<file path="src/i2cms_pkg.sv">
// ----------------------------------------------------------------------------
// I2C master bit sequencer package
// Shared types, constants and the bus phase decoder.
// ----------------------------------------------------------------------------
package i2cms_pkg;

   localparam int PHASE_COUNT_WIDTH_DEFAULT = 16;
   localparam int PHASE_TICKS_WIDTH = 16;
   localparam int RETRY_WIDTH = 3;
   localparam int CSR_INDEX_WIDTH = 1;
   localparam int CSR_DATA_WIDTH = 16;
   localparam int REQ_TUSER_WIDTH = 3;
   localparam int REQ_TDATA_WIDTH = 24;
   localparam int RSP_TDATA_WIDTH = 24;
   localparam int QUEUE_DEPTH = 2;

   localparam logic [PHASE_TICKS_WIDTH-1:0] PHASE_TICKS_RESET = 16'd100;
   localparam logic [RETRY_WIDTH-1:0] RETRY_LIMIT_RESET = 3'd3;

   localparam logic [CSR_INDEX_WIDTH-1:0] CSR_PHASE_TICKS = 1'd0;
   localparam logic [CSR_INDEX_WIDTH-1:0] CSR_RETRY_LIMIT = 1'd1;

   typedef enum logic [2:0] {
      FUNC_NONE  = 3'd0,
      FUNC_START = 3'd1,
      FUNC_WRITE = 3'd2,
      FUNC_READ  = 3'd3,
      FUNC_STOP  = 3'd4
   } func_type;

   typedef enum logic [2:0] {
      KIND_START  = 3'd0,
      KIND_WBIT   = 3'd1,
      KIND_ACKIN  = 3'd2,
      KIND_STOP   = 3'd3,
      KIND_REL    = 3'd4,
      KIND_RBIT   = 3'd5,
      KIND_ACKOUT = 3'd6,
      KIND_END    = 3'd7
   } kind_type;

   // Classified input item as it travels through the queue.
   typedef struct packed {
      func_type   cmd;
      logic       has_cmd;
      logic       any_func;
      logic [7:0] load_byte;
      logic       end_flag;
      logic       sda;
   } item_type;

   typedef struct packed {
      logic [PHASE_TICKS_WIDTH-1:0] phase_ticks;
      logic [RETRY_WIDTH-1:0]       retry_limit;
   } cfg_type;

   typedef struct packed {
      kind_type   kind;
      logic [1:0] sub;
      logic [2:0] idx;
   } phase_type;

   // Result word, fields listed from the top bit down.
   typedef struct packed {
      logic       pad;
      logic       cmd_rejected;
      logic [7:0] recent_bits;
      logic [7:0] read_byte_out;
      logic       acked;
      logic       done_res;
      logic       busy_res;
      logic       sda_drive;
      logic       sda_level;
      logic       scl_level;
   } rsp_type;

   // Maps a step of a command to its phase kind, the phase within a bit (0..2)
   // and the bit index. Offsets within a segment stay below 32, so the divide
   // by three is a multiply by 11 and a shift by 5.
   function automatic phase_type decode(func_type cmd, logic [5:0] step, logic end_flag);
      phase_type  ph;
      kind_type   kind;
      logic [5:0] base;
      logic [5:0] rel;
      logic [8:0] prod;
      logic [3:0] quo;
      logic [4:0] rem;
      kind = KIND_END;
      base = 6'd0;
      case (cmd)
         FUNC_START: begin
            if (step < 6'd3) begin
               kind = KIND_START; base = 6'd0;
            end else if (step < 6'd27) begin
               kind = KIND_WBIT; base = 6'd3;
            end else if (step < 6'd30) begin
               kind = KIND_ACKIN; base = 6'd27;
            end
         end
         FUNC_WRITE: begin
            if (step < 6'd24) begin
               kind = KIND_WBIT; base = 6'd0;
            end else if (step < 6'd27) begin
               kind = KIND_ACKIN; base = 6'd24;
            end else if (step < 6'd30 && end_flag) begin
               kind = KIND_STOP; base = 6'd27;
            end
         end
         FUNC_READ: begin
            if (step < 6'd1) begin
               kind = KIND_REL; base = 6'd0;
            end else if (step < 6'd25) begin
               kind = KIND_RBIT; base = 6'd1;
            end else if (step < 6'd28) begin
               kind = KIND_ACKOUT; base = 6'd25;
            end else if (step < 6'd31 && end_flag) begin
               kind = KIND_STOP; base = 6'd28;
            end
         end
         FUNC_STOP: begin
            if (step < 6'd3) begin
               kind = KIND_STOP; base = 6'd0;
            end
         end
         default: kind = KIND_END;
      endcase
      rel = step - base;
      prod = {4'd0, rel[4:0]} * 9'd11;
      quo = prod[8:5];
      rem = rel[4:0] - ({1'b0, quo} * 5'd3);
      ph.kind = kind;
      ph.sub = (kind == KIND_END) ? 2'd0 : rem[1:0];
      ph.idx = (kind == KIND_END) ? 3'd0 : quo[2:0];
      return ph;
   endfunction

endpackage

</file>
<file path="src/i2c_master_bit_sequencer.sv">
// ----------------------------------------------------------------------------
// I2C master bit sequencer
// Every request transaction is one base tick: it carries the sampled SDA level
// and, while the sequencer is idle, an optional command (start with address,
// write byte, read byte, stop). Each tick returns exactly one response with the
// SCL/SDA drive levels, busy/done flags, the last acknowledge, the last read
// byte, the recent bit history and a rejected-command flag.
// Channels: req_* in, rsp_* out, both valid/ready; csr_* writes phase_ticks
// (index 0) and retry_limit (index 1); the user writes them only while idle,
// which the block itself does not enforce. A tick is written into the queue,
// then its response is registered. Throughput: one tick per cycle while
// rsp_tready stays high; a two-entry queue plus the response register decouple both sides.
// When rsp_tready is low the response register holds and the queue takes ticks
// until both of its entries are in use, then req_tready drops; nothing is lost.
// Reset (synchronous, active high) empties the queue, clears the sequencer and
// loads phase_ticks = 100 and retry_limit = 3. No clearing pass is needed.
// ----------------------------------------------------------------------------
module i2c_master_bit_sequencer #(
   parameter int PHASE_COUNT_WIDTH = i2cms_pkg::PHASE_COUNT_WIDTH_DEFAULT
) (
   input  logic                                  clock,
   input  logic                                  reset,
   // req_tdata: address[6:0], read_not_write[7], write_data[15:8], sda_in[16], zero pad
   input  logic                                  req_tvalid,
   output logic                                  req_tready,
   input  logic [i2cms_pkg::REQ_TDATA_WIDTH-1:0] req_tdata,
   // req_tuser: func[2:0]
   input  logic [i2cms_pkg::REQ_TUSER_WIDTH-1:0] req_tuser,
   input  logic                                  req_tlast,
   // rsp_tdata: scl_level[0], sda_level[1], sda_drive[2], busy_res[3], done_res[4],
   // acked[5], read_byte_out[13:6], recent_bits[21:14], cmd_rejected[22], zero pad
   output logic                                  rsp_tvalid,
   input  logic                                  rsp_tready,
   output logic [i2cms_pkg::RSP_TDATA_WIDTH-1:0] rsp_tdata,
   input  logic                                  csr_wr_en,
   input  logic [i2cms_pkg::CSR_INDEX_WIDTH-1:0] csr_index,
   input  logic [i2cms_pkg::CSR_DATA_WIDTH-1:0]  csr_wdata
);

   i2cms_pkg::cfg_type  cfg_ff, cfg_in;
   logic                queue_full;
   logic                push;
   i2cms_pkg::item_type push_item;
   logic                pop;
   logic                pop_valid;
   i2cms_pkg::item_type pop_item;

   always_comb begin
      cfg_in = cfg_ff;
      if (csr_wr_en) begin
         case (csr_index)
            i2cms_pkg::CSR_PHASE_TICKS:
               cfg_in.phase_ticks = csr_wdata[i2cms_pkg::PHASE_TICKS_WIDTH-1:0];
            i2cms_pkg::CSR_RETRY_LIMIT:
               cfg_in.retry_limit = csr_wdata[i2cms_pkg::RETRY_WIDTH-1:0];
            default: cfg_in = cfg_ff;
         endcase
      end
   end

   always_ff @(posedge clock) begin
      if (reset) begin
         cfg_ff.phase_ticks <= i2cms_pkg::PHASE_TICKS_RESET;
         cfg_ff.retry_limit <= i2cms_pkg::RETRY_LIMIT_RESET;
      end else begin
         cfg_ff <= cfg_in;
      end
   end

   i2cms_front u_front (
      .req_tvalid (req_tvalid),
      .req_tready (req_tready),
      .req_tdata  (req_tdata),
      .req_tuser  (req_tuser),
      .req_tlast  (req_tlast),
      .queue_full (queue_full),
      .push       (push),
      .push_item  (push_item)
   );

   i2cms_queue u_queue (
      .clock     (clock),
      .reset     (reset),
      .push      (push),
      .push_item (push_item),
      .full      (queue_full),
      .pop       (pop),
      .pop_valid (pop_valid),
      .pop_item  (pop_item)
   );

   i2cms_seq #(
      .PHASE_COUNT_WIDTH (PHASE_COUNT_WIDTH)
   ) u_seq (
      .clock      (clock),
      .reset      (reset),
      .cfg        (cfg_ff),
      .q_valid    (pop_valid),
      .q_item     (pop_item),
      .pop        (pop),
      .rsp_tvalid (rsp_tvalid),
      .rsp_tready (rsp_tready),
      .rsp_tdata  (rsp_tdata)
   );

endmodule

</file>
<file path="src/i2cms_front.sv">
// ----------------------------------------------------------------------------
// I2C master bit sequencer front end
// Accepts request transactions and classifies the command they carry.
// ----------------------------------------------------------------------------
module i2cms_front (
   input  logic                                  req_tvalid,
   output logic                                  req_tready,
   input  logic [i2cms_pkg::REQ_TDATA_WIDTH-1:0] req_tdata,
   input  logic [i2cms_pkg::REQ_TUSER_WIDTH-1:0] req_tuser,
   input  logic                                  req_tlast,
   input  logic                                  queue_full,
   output logic                                  push,
   output i2cms_pkg::item_type                   push_item
);

   i2cms_pkg::func_type func;
   logic [6:0]          address;
   logic                read_not_write;
   logic [7:0]          write_data;

   assign func           = i2cms_pkg::func_type'(req_tuser);
   assign address        = req_tdata[6:0];
   assign read_not_write = req_tdata[7];
   assign write_data     = req_tdata[15:8];

   assign req_tready = !queue_full;
   assign push       = req_tvalid && !queue_full;

   always_comb begin
      push_item.cmd      = func;
      push_item.any_func = (func != i2cms_pkg::FUNC_NONE);
      push_item.has_cmd  = func inside {i2cms_pkg::FUNC_START, i2cms_pkg::FUNC_WRITE,
                                        i2cms_pkg::FUNC_READ, i2cms_pkg::FUNC_STOP};
      push_item.end_flag = req_tlast;
      push_item.sda      = req_tdata[16];
      case (func)
         i2cms_pkg::FUNC_START: push_item.load_byte = {address, read_not_write};
         i2cms_pkg::FUNC_WRITE: push_item.load_byte = write_data;
         default:               push_item.load_byte = 8'd0;
      endcase
   end

endmodule

</file>
<file path="src/i2cms_queue.sv">
// ----------------------------------------------------------------------------
// I2C master bit sequencer queue
// Short FIFO of classified items between the front end and the sequencer.
// ----------------------------------------------------------------------------
module i2cms_queue (
   input  logic                clock,
   input  logic                reset,
   input  logic                push,
   input  i2cms_pkg::item_type push_item,
   output logic                full,
   input  logic                pop,
   output logic                pop_valid,
   output i2cms_pkg::item_type pop_item
);

   localparam int Depth = i2cms_pkg::QUEUE_DEPTH;
   localparam int PtrWidth = (Depth > 1) ? $clog2(Depth) : 1;
   localparam int CountWidth = $clog2(Depth + 1);

   i2cms_pkg::item_type       entry_ff [Depth];
   logic [PtrWidth-1:0]       wr_ptr_ff, wr_ptr_in;
   logic [PtrWidth-1:0]       rd_ptr_ff, rd_ptr_in;
   logic [CountWidth-1:0]     count_ff, count_in;

   assign full      = (count_ff == CountWidth'(Depth));
   assign pop_valid = (count_ff != '0);
   assign pop_item  = entry_ff[rd_ptr_ff];

   always_comb begin
      wr_ptr_in = wr_ptr_ff;
      rd_ptr_in = rd_ptr_ff;
      count_in  = count_ff;
      if (push) begin
         wr_ptr_in = (wr_ptr_ff == PtrWidth'(Depth - 1)) ? '0 : wr_ptr_ff + 1'b1;
      end
      if (pop) begin
         rd_ptr_in = (rd_ptr_ff == PtrWidth'(Depth - 1)) ? '0 : rd_ptr_ff + 1'b1;
      end
      if (push && !pop) begin
         count_in = count_ff + 1'b1;
      end else if (pop && !push) begin
         count_in = count_ff - 1'b1;
      end
   end

   always_ff @(posedge clock) begin
      if (reset) begin
         wr_ptr_ff <= '0;
         rd_ptr_ff <= '0;
         count_ff  <= '0;
      end else begin
         wr_ptr_ff <= wr_ptr_in;
         rd_ptr_ff <= rd_ptr_in;
         count_ff  <= count_in;
      end
   end

   always_ff @(posedge clock) begin
      if (push) begin
         entry_ff[wr_ptr_ff] <= push_item;
      end
   end

endmodule

</file>
<file path="src/i2cms_seq.sv">
// ----------------------------------------------------------------------------
// I2C master bit sequencer back end
// Steps through bus phases, one base tick per item, into a result register.
// ----------------------------------------------------------------------------
module i2cms_seq #(
   parameter int PHASE_COUNT_WIDTH = i2cms_pkg::PHASE_COUNT_WIDTH_DEFAULT
) (
   input  logic                                  clock,
   input  logic                                  reset,
   input  i2cms_pkg::cfg_type                    cfg,
   input  logic                                  q_valid,
   input  i2cms_pkg::item_type                   q_item,
   output logic                                  pop,
   output logic                                  rsp_tvalid,
   input  logic                                  rsp_tready,
   output logic [i2cms_pkg::RSP_TDATA_WIDTH-1:0] rsp_tdata
);

   localparam int CmpWidth =
      ((PHASE_COUNT_WIDTH > i2cms_pkg::PHASE_TICKS_WIDTH) ?
       PHASE_COUNT_WIDTH : i2cms_pkg::PHASE_TICKS_WIDTH) + 1;

   i2cms_pkg::func_type            active_ff, active_in;
   logic [5:0]                     step_ff, step_in;
   logic [PHASE_COUNT_WIDTH-1:0]   tick_ff, tick_in;
   logic [7:0]                     sreg_ff, sreg_in;
   logic [2:0]                     attempt_ff, attempt_in;
   logic                           end_ff, end_in;
   logic                           ack_ff, ack_in;
   logic [7:0]                     recv_ff, recv_in;
   logic [7:0]                     hist_ff, hist_in;
   logic                           held_ff, held_in;
   logic                           rsp_valid_ff, rsp_valid_in;
   i2cms_pkg::rsp_type             rsp_data_ff, rsp_data_in;

   logic                           idle;
   logic                           load;
   i2cms_pkg::func_type            eff_active;
   logic [5:0]                     eff_step;
   logic [PHASE_COUNT_WIDTH-1:0]   eff_tick;
   logic [2:0]                     eff_attempt;
   logic                           eff_end;
   logic [7:0]                     eff_shift;
   i2cms_pkg::phase_type           ph;
   i2cms_pkg::phase_type           nph;
   logic [5:0]                     step_next;
   logic                           cur_bit;
   logic [i2cms_pkg::PHASE_TICKS_WIDTH-1:0] pt;
   logic [i2cms_pkg::RETRY_WIDTH-1:0]       lim;
   logic                           fire;
   logic                           retry;
   logic                           scl_o, sda_o, drv_o;

   assign pop        = q_valid && (!rsp_valid_ff || rsp_tready);
   assign rsp_tvalid = rsp_valid_ff;
   assign rsp_tdata  = rsp_data_ff;

   assign idle = (active_ff == i2cms_pkg::FUNC_NONE);
   assign load = idle && q_item.has_cmd;

   assign eff_active  = load ? q_item.cmd : active_ff;
   assign eff_step    = load ? 6'd0 : step_ff;
   assign eff_tick    = load ? '0 : tick_ff;
   assign eff_attempt = load ? 3'd0 : attempt_ff;
   assign eff_end     = load ? q_item.end_flag : end_ff;
   assign eff_shift   = load ? q_item.load_byte : sreg_ff;

   assign ph        = i2cms_pkg::decode(eff_active, eff_step, eff_end);
   assign step_next = eff_step + 6'd1;
   assign nph       = i2cms_pkg::decode(eff_active, step_next, eff_end);
   assign cur_bit   = eff_shift[3'd7 - ph.idx];

   // A zero in either register acts as one.
   assign pt  = (cfg.phase_ticks == '0) ? i2cms_pkg::PHASE_TICKS_WIDTH'(1) : cfg.phase_ticks;
   assign lim = (cfg.retry_limit == '0) ? i2cms_pkg::RETRY_WIDTH'(1) : cfg.retry_limit;

   assign fire  = (CmpWidth'(eff_tick) + CmpWidth'(1)) >= CmpWidth'(pt);
   assign retry = (ph.kind == i2cms_pkg::KIND_ACKIN) && (ph.sub == 2'd2) && !ack_ff &&
                  (({1'b0, eff_attempt} + 4'd1) < {1'b0, lim});

   // Bus levels for this tick.
   always_comb begin
      scl_o = 1'b1;
      sda_o = 1'b1;
      drv_o = 1'b1;
      if (eff_active == i2cms_pkg::FUNC_NONE) begin
         if (held_ff) begin
            scl_o = 1'b0;
            sda_o = 1'b0;
         end
      end else begin
         scl_o = (ph.sub == 2'd1);
         case (ph.kind)
            i2cms_pkg::KIND_START: begin
               sda_o = (ph.sub == 2'd0);
               scl_o = (ph.sub != 2'd2);
            end
            i2cms_pkg::KIND_STOP: begin
               sda_o = (ph.sub == 2'd2);
               scl_o = (ph.sub != 2'd0);
            end
            i2cms_pkg::KIND_WBIT: sda_o = cur_bit;
            i2cms_pkg::KIND_ACKIN: begin
               sda_o = 1'b0;
               drv_o = (ph.sub == 2'd2);
            end
            i2cms_pkg::KIND_REL, i2cms_pkg::KIND_RBIT: begin
               sda_o = 1'b0;
               drv_o = 1'b0;
            end
            i2cms_pkg::KIND_ACKOUT: sda_o = eff_end;
            default: sda_o = 1'b0;
         endcase
      end
   end

   // Sequencer state update for the popped tick.
   always_comb begin
      active_in    = active_ff;
      step_in      = step_ff;
      tick_in      = tick_ff;
      sreg_in      = sreg_ff;
      attempt_in   = attempt_ff;
      end_in       = end_ff;
      ack_in       = ack_ff;
      recv_in      = recv_ff;
      hist_in      = hist_ff;
      held_in      = held_ff;
      rsp_valid_in = rsp_valid_ff;
      rsp_data_in  = rsp_data_ff;

      if (rsp_valid_ff && rsp_tready) begin
         rsp_valid_in = 1'b0;
      end

      if (pop) begin
         active_in  = eff_active;
         step_in    = eff_step;
         tick_in    = eff_tick;
         sreg_in    = eff_shift;
         attempt_in = eff_attempt;
         end_in     = eff_end;

         rsp_data_in.pad          = 1'b0;
         rsp_data_in.done_res     = 1'b0;
         rsp_data_in.busy_res     = (eff_active != i2cms_pkg::FUNC_NONE);
         rsp_data_in.cmd_rejected = idle ? (q_item.any_func && !q_item.has_cmd)
                                         : q_item.any_func;

         if (eff_active != i2cms_pkg::FUNC_NONE) begin
            if (fire) begin
               tick_in = '0;
               if (ph.kind == i2cms_pkg::KIND_WBIT && ph.sub == 2'd2) begin
                  hist_in = {hist_ff[6:0], cur_bit};
               end
               if (ph.kind == i2cms_pkg::KIND_RBIT && ph.sub == 2'd1) begin
                  sreg_in = {eff_shift[6:0], q_item.sda};
                  hist_in = {hist_ff[6:0], q_item.sda};
                  if (ph.idx == 3'd7) begin
                     recv_in = {eff_shift[6:0], q_item.sda};
                  end
               end
               if (ph.kind == i2cms_pkg::KIND_ACKIN && ph.sub == 2'd1) begin
                  ack_in = !q_item.sda;
               end
               if (retry) begin
                  attempt_in = eff_attempt + 3'd1;
                  step_in    = 6'd0;
               end else begin
                  step_in = step_next;
                  if (nph.kind == i2cms_pkg::KIND_END) begin
                     rsp_data_in.done_res = 1'b1;
                     held_in = !((eff_active == i2cms_pkg::FUNC_STOP) ||
                                 ((eff_active inside {i2cms_pkg::FUNC_WRITE,
                                                      i2cms_pkg::FUNC_READ}) && eff_end));
                     active_in  = i2cms_pkg::FUNC_NONE;
                     step_in    = 6'd0;
                     attempt_in = 3'd0;
                  end
               end
            end else begin
               tick_in = eff_tick + 1'b1;
            end
         end

         rsp_valid_in              = 1'b1;
         rsp_data_in.scl_level     = scl_o;
         rsp_data_in.sda_level     = sda_o;
         rsp_data_in.sda_drive     = drv_o;
         rsp_data_in.acked         = ack_in;
         rsp_data_in.read_byte_out = recv_in;
         rsp_data_in.recent_bits   = hist_in;
      end
   end

   always_ff @(posedge clock) begin
      if (reset) begin
         active_ff    <= i2cms_pkg::FUNC_NONE;
         step_ff      <= '0;
         tick_ff      <= '0;
         sreg_ff      <= '0;
         attempt_ff   <= '0;
         end_ff       <= 1'b0;
         ack_ff       <= 1'b0;
         recv_ff      <= '0;
         hist_ff      <= '0;
         held_ff      <= 1'b0;
         rsp_valid_ff <= 1'b0;
      end else begin
         active_ff    <= active_in;
         step_ff      <= step_in;
         tick_ff      <= tick_in;
         sreg_ff      <= sreg_in;
         attempt_ff   <= attempt_in;
         end_ff       <= end_in;
         ack_ff       <= ack_in;
         recv_ff      <= recv_in;
         hist_ff      <= hist_in;
         held_ff      <= held_in;
         rsp_valid_ff <= rsp_valid_in;
      end
   end

   always_ff @(posedge clock) begin
      rsp_data_ff <= rsp_data_in;
   end

   // An idle sequencer always sits at the first step with a cleared tick count.
   a_idle_cleared: assert property (@(posedge clock) disable iff (reset)
      (active_ff == i2cms_pkg::FUNC_NONE) |-> (step_ff == 6'd0 && attempt_ff == 3'd0 &&
                                               tick_ff == '0))
      else $error("idle sequencer holds stale step, attempt or tick state");

   // The longest command is a read with a stop, which never parks past step 30.
   a_step_range: assert property (@(posedge clock) disable iff (reset)
      (active_ff != i2cms_pkg::FUNC_NONE) |-> (step_ff <= 6'd30))
      else $error("phase step ran past the end of its command");

   // Retries stop one short of the attempt limit.
   a_attempt_bound: assert property (@(posedge clock) disable iff (reset)
      (active_ff != i2cms_pkg::FUNC_NONE) |-> ({1'b0, attempt_ff} < {1'b0, lim}))
      else $error("attempt count reached the retry limit");

   // A command completes only on a tick that reports it busy.
   a_done_busy: assert property (@(posedge clock) disable iff (reset)
      (rsp_valid_ff && rsp_data_ff.done_res) |-> rsp_data_ff.busy_res)
      else $error("done reported on a tick without a command");

endmodule

</file>
<file path="config.mk">
export PLATFORM = sky130hd
export DESIGN_NAME = i2c_master_bit_sequencer
export DESIGN_NICKNAME = d
export VERILOG_FILES = /design/src/i2cms_pkg.sv /design/src/i2c_master_bit_sequencer.sv /design/src/i2cms_front.sv /design/src/i2cms_queue.sv /design/src/i2cms_seq.sv
export SDC_FILE = /design/constraint.sdc
export NUM_CORES = 1
export LEC_CHECK = 0
export BUFFER_PORTS_ARGS = -buffer_cell sky130_fd_sc_hd__buf_4
export CAP_MARGIN = 20
export CORE_ASPECT_RATIO = 1.75
export CORE_UTILIZATION = 50
export CTS_CLUSTER_DIAMETER = 100
export DETAILED_ROUTE_END_ITERATION = 10
export MAX_ROUTING_LAYER = met4
export PLACE_DENSITY = 0.74
export SETUP_SLACK_MARGIN = 0.2
export SLEW_MARGIN = 0
export SYNTH_ARGS = -nofsm -noshare
export SYNTH_HDL_FRONTEND = slang
export SYNTH_SLANG_ARGS = --single-unit
</file>
<file path="constraint.sdc">
create_clock -name clock -period 8.5 [get_ports clock]
set_input_delay 0.425 -clock clock [delete_from_list [all_inputs] [get_ports clock]]
set_output_delay 0.425 -clock clock [all_outputs]
set_load 0.01 [all_outputs]
</file>
==> flow_metrics.tcl <==
set metrics [dict create \
    status "complete, no violations" \
    die_h_um 168.4 \
    nNetsFinal 1029 \
    dr_total_vias 6763 \
    grt_overflow 0 \
    dr.first_iter.drc_count 474 \
    cts_tree "built" \
    ys_warn_count 0 \
    top_achievable_clock_speed_mhz 129.5 \
    clk_lat_worst_skew_ns 0.42 \
    ys_seq_area_share_pct 40.37 \
    path_clk_slew_ns 0.06 \
    cts.htree.levels 4 \
    via_count_of_the_first_global_routing_pass 6667 \
    highest_count_cells_in_the_layout_ignoring_fill_and_taps "sky130_fd_sc_hd__nand2_1 (99), sky130_fd_sc_hd__nor2_1 (90), sky130_fd_sc_hd__dfxtp_1 (80)" \
    routed_wl_um 20020 \
    syn_avg_cell_area_um2 8.947 \
    setup_viol 0 \
    setup.worst_path.class "reg2reg" \
    synth_fp_nets 977 \
    placer_congestion 0.9547 \
    dominant_combinational_cell_family_by_area_after_synthesis "simple AND/OR/NAND/NOR gates" \
    critical-path-slowest-cell "sky130_fd_sc_hd__or4_4" \
    timing_hold_violations_final 0 \
    synth_enable_flop_cells 53 \
    finClkSkew_ns 0.008696 \
    crit_path_end_kind "flop" \
    cts_max_path_buffers 2 \
    worstPathMaxFanout 16 \
    critical-path-top-delay-family "simple AND/OR/NAND/NOR gates" \
    syn_area_mm2 0.007909 \
    synth_compound_gate_area_share_pct 18.95 \
    initial_antenna_violation_count 0 \
    ios 76 \
    regToRegSetupSlack_ns 0.78 \
    synth_async_sr_flop_share_pct 0 \
    power.density_mw_per_mm2 298.1 \
    rows 60 \
    critical_path_buffers_and_inverters 2 \
    number_of_sinks_driven_by_the_clock_tree 133 \
    vdd.ir_drop.worst_v 0.0002248 \
    final_common_cell "sky130_fd_sc_hd__nand2_1" \
    p_leak_nw 3.638 \
    antenna_cells 0 \
    place_hpwl_um 14510 \
    worstHoldPathType "in2reg" \
    post_dp_cell_area_mm2 0.008511 \
    root_buffer "sky130_fd_sc_hd__clkbuf_16" \
    synth-simple-area-share_pct 19.16 \
    critical_path_arrival_ns 7.86 \
    synth_ff_type "sky130_fd_sc_hd__dfxtp_1" \
    drt-wirelength-per-cell_um 17.64 \
    cpMostUsedCell "sky130_fd_sc_hd__ha_1" \
    cts_inserted_buffers 17 \
    timing.final.crit_period_ns 7.720 \
    final_area_mm2 0.009193 \
    final_layout_size_suffix_gt1_share_pct 15.49 \
    route.detailed.vias_per_inst 5.959 \
    slowest_delay_ns 0.65 \
    synthMuxAreaShare_pct 6.217 \
    holdBufCountCts 0 \
    yosysUniqueCellTypes 80 \
    initial_utilization_pct 51.39 \
    port_buffers 67 \
    number_of_max_slew_violations_in_the_final_report 0 \
    post-route-period-util_pct 90.83 \
    aggregate_negative_setup_slack_ns 0 \
    max-cap-violations 0 \
    drt.antenna.violating_nets 0 \
    yosys_register_bits 133 \
    grt_first_pass_wirelength_um 32420 \
    synthAdderAreaFrac_pct 6.898 \
    netlist_instances 884 \
    syn_to_final_growth_pct 16.23 \
    grt_setup_unrepaired "no" \
    total_power_mw 2.741 \
    worst_slack_ns 0.7797 \
    drcViolationCount 0 \
    place_worst_setup_slack_ns 0.5385 \
    largest_net_degree_at_the_start_of_global_routing 73 \
    startpoint_type "flop" \
    iteration_count_of_the_initial_detailed_routing_pass 5 \
    core_region_area_mm2 0.01539 \
    floorplan.die.width_um 97.07 \
    required_time_worst_endpoint_ns 8.64 \
    tightest_slew_ns 0.8734 \
    fp.dieArea_mm2 0.01634 \
    xor_xnor_share_of_the_synthesized_area_pct 3.829 \
    global_route.usage.total_pct 25.78 \
    slew_limit_headroom_pct 41.16 \
]
metrics by stage:
step / hold slack (ns) / util [%] / std cells
after global routing: 0.1861 / 59.73 / 1135
final: 0.1932 / 59.73 / 1135
after global placement: 0.4564 / 55.30 / 1098
after CTS: 0.1860 / 59.28 / 1130
after detailed placement: 0.4631 / 55.30 / 1098
after floorplan: 0.4364 / - / 884
final cells by class:
cell class              instances  area [um2]
well taps                     186       232.7
multi-input cells             664        4389
clock buffers                  18       429.2
fillers                      1348        6197
repair buffers                 81       618.1
inverters                      39       146.4
flip-flops and latches        133        3193
clock inverters                14       183.9
per-layer routing:
layer | routed length [um] | part of all wire, % | vias up | global-route usage, %
met1 | 7138 | 36 | 3178 | 24.12
met2 | 10910 | 55 | 203 | 47.76
met5 | 0 | 0 | - | -
li1 | - | - | 3315 | -
met3 | 760 | 3.8 | 67 | 4.110
met4 | 1207 | 6.0 | 0 | 17.13
worst reg2reg max path, delay by kind of cell, from the launching register on:
family | cells | cell delay (ns)
flops | 1 | 0.46
compound gates | 10 | 1.53
fa+ha+maj | 7 | 2.03
buf+inv | 2 | 0.24
simple gates | 8 | 2.27
xor+xnor | 4 | 0.90
registers in the layout (all words and copies together), names as in the netlist, named ones only:
signal and flops:
u_seq.sreg_ff 8, u_seq.active_ff 3, u_queue.wr_ptr_ff 1, cfg_ff 19, u_seq.end_ff 1, u_queue.entry_ff 30
u_seq.held_ff 1, u_queue.rd_ptr_ff 1, u_seq.recv_ff 8, u_seq.tick_ff 16, u_seq.attempt_ff 3, u_seq.step_ff 6
u_seq.rsp_tdata 23, u_seq.rsp_tvalid 1, u_seq.ack_ff 1, u_queue.count_ff 2, u_seq.hist_ff 8
cells in the mapped netlist, types with 6 or more instances:
cell type | count | area share (%)
sky130_fd_sc_hd__nand2b_1 | 7 | 0.55
sky130_fd_sc_hd__nand3_1 | 29 | 1.8
sky130_fd_sc_hd__and2_1 | 12 | 0.95
sky130_fd_sc_hd__ha_1 | 42 | 6.6
sky130_fd_sc_hd__clkbuf_1 | 36 | 1.7
sky130_fd_sc_hd__a31oi_1 | 8 | 0.63
sky130_fd_sc_hd__a211oi_1 | 11 | 1.0
sky130_fd_sc_hd__nor2_1 | 90 | 4.3
sky130_fd_sc_hd__mux2i_1 | 30 | 3.8
sky130_fd_sc_hd__a21o_1 | 12 | 1.1
sky130_fd_sc_hd__nand4_1 | 10 | 0.79
sky130_fd_sc_hd__and3_1 | 9 | 0.71
sky130_fd_sc_hd__xnor2_1 | 16 | 1.8
sky130_fd_sc_hd__o21ai_0 | 48 | 3.0
sky130_fd_sc_hd__a22oi_1 | 22 | 2.1
sky130_fd_sc_hd__inv_1 | 37 | 1.8
sky130_fd_sc_hd__o211ai_1 | 10 | 0.95
sky130_fd_sc_hd__nor2b_1 | 11 | 0.87
sky130_fd_sc_hd__dfxtp_1 | 80 | 20
sky130_fd_sc_hd__nor4_1 | 8 | 0.63
sky130_fd_sc_hd__mux2_2 | 13 | 1.9
sky130_fd_sc_hd__or3_1 | 6 | 0.47
sky130_fd_sc_hd__edfxtp_1 | 53 | 20
sky130_fd_sc_hd__nor3_1 | 15 | 0.95
sky130_fd_sc_hd__xor2_1 | 16 | 1.8
sky130_fd_sc_hd__o21ai_1 | 10 | 0.63
sky130_fd_sc_hd__nand2_1 | 99 | 4.7
sky130_fd_sc_hd__a21oi_1 | 55 | 3.5
power by group:
group	internal [mW]	switching (mW)
sequential	0.808	0.0702
clock	0.489	0.280
combinational	0.370	0.724
final timing paths:
path / startpoint / to / depth (start not counted)
min: req_tlast / u_queue.entry_ff[0][1]$_DFFE_PP_ / 1
min reg2reg: cfg_ff[10]$_SDFFE_PP0P_ / cfg_ff[10]$_SDFFE_PP0P_ / 2
max: u_seq.active_ff[0]$_SDFFE_PP0P_ / u_seq.rsp_tdata[6]$_DFFE_PP_ / 31
max reg2reg: u_seq.active_ff[0]$_SDFFE_PP0P_ / u_seq.rsp_tdata[6]$_DFFE_PP_ / 31
repair_timing:
action | in CTS | in global routing
gates resized for setup | 0 | 4
buffers inserted | 0 | 4
setup endpoints to repair | 0 | 34
cells by family (layout without fill, tap and decap cells):
family,after synthesis,after routing
AND/OR/NAND/NOR,317,317
flip-flops,133,133
multiplexers,45,45
adder cells (fa/ha/maj),43,43
XOR/XNOR,33,33
buffers and inverters,87,152
AO/OA/AOI/OAI,225,225
other,1,1
(Power assumes the default switching activity.)
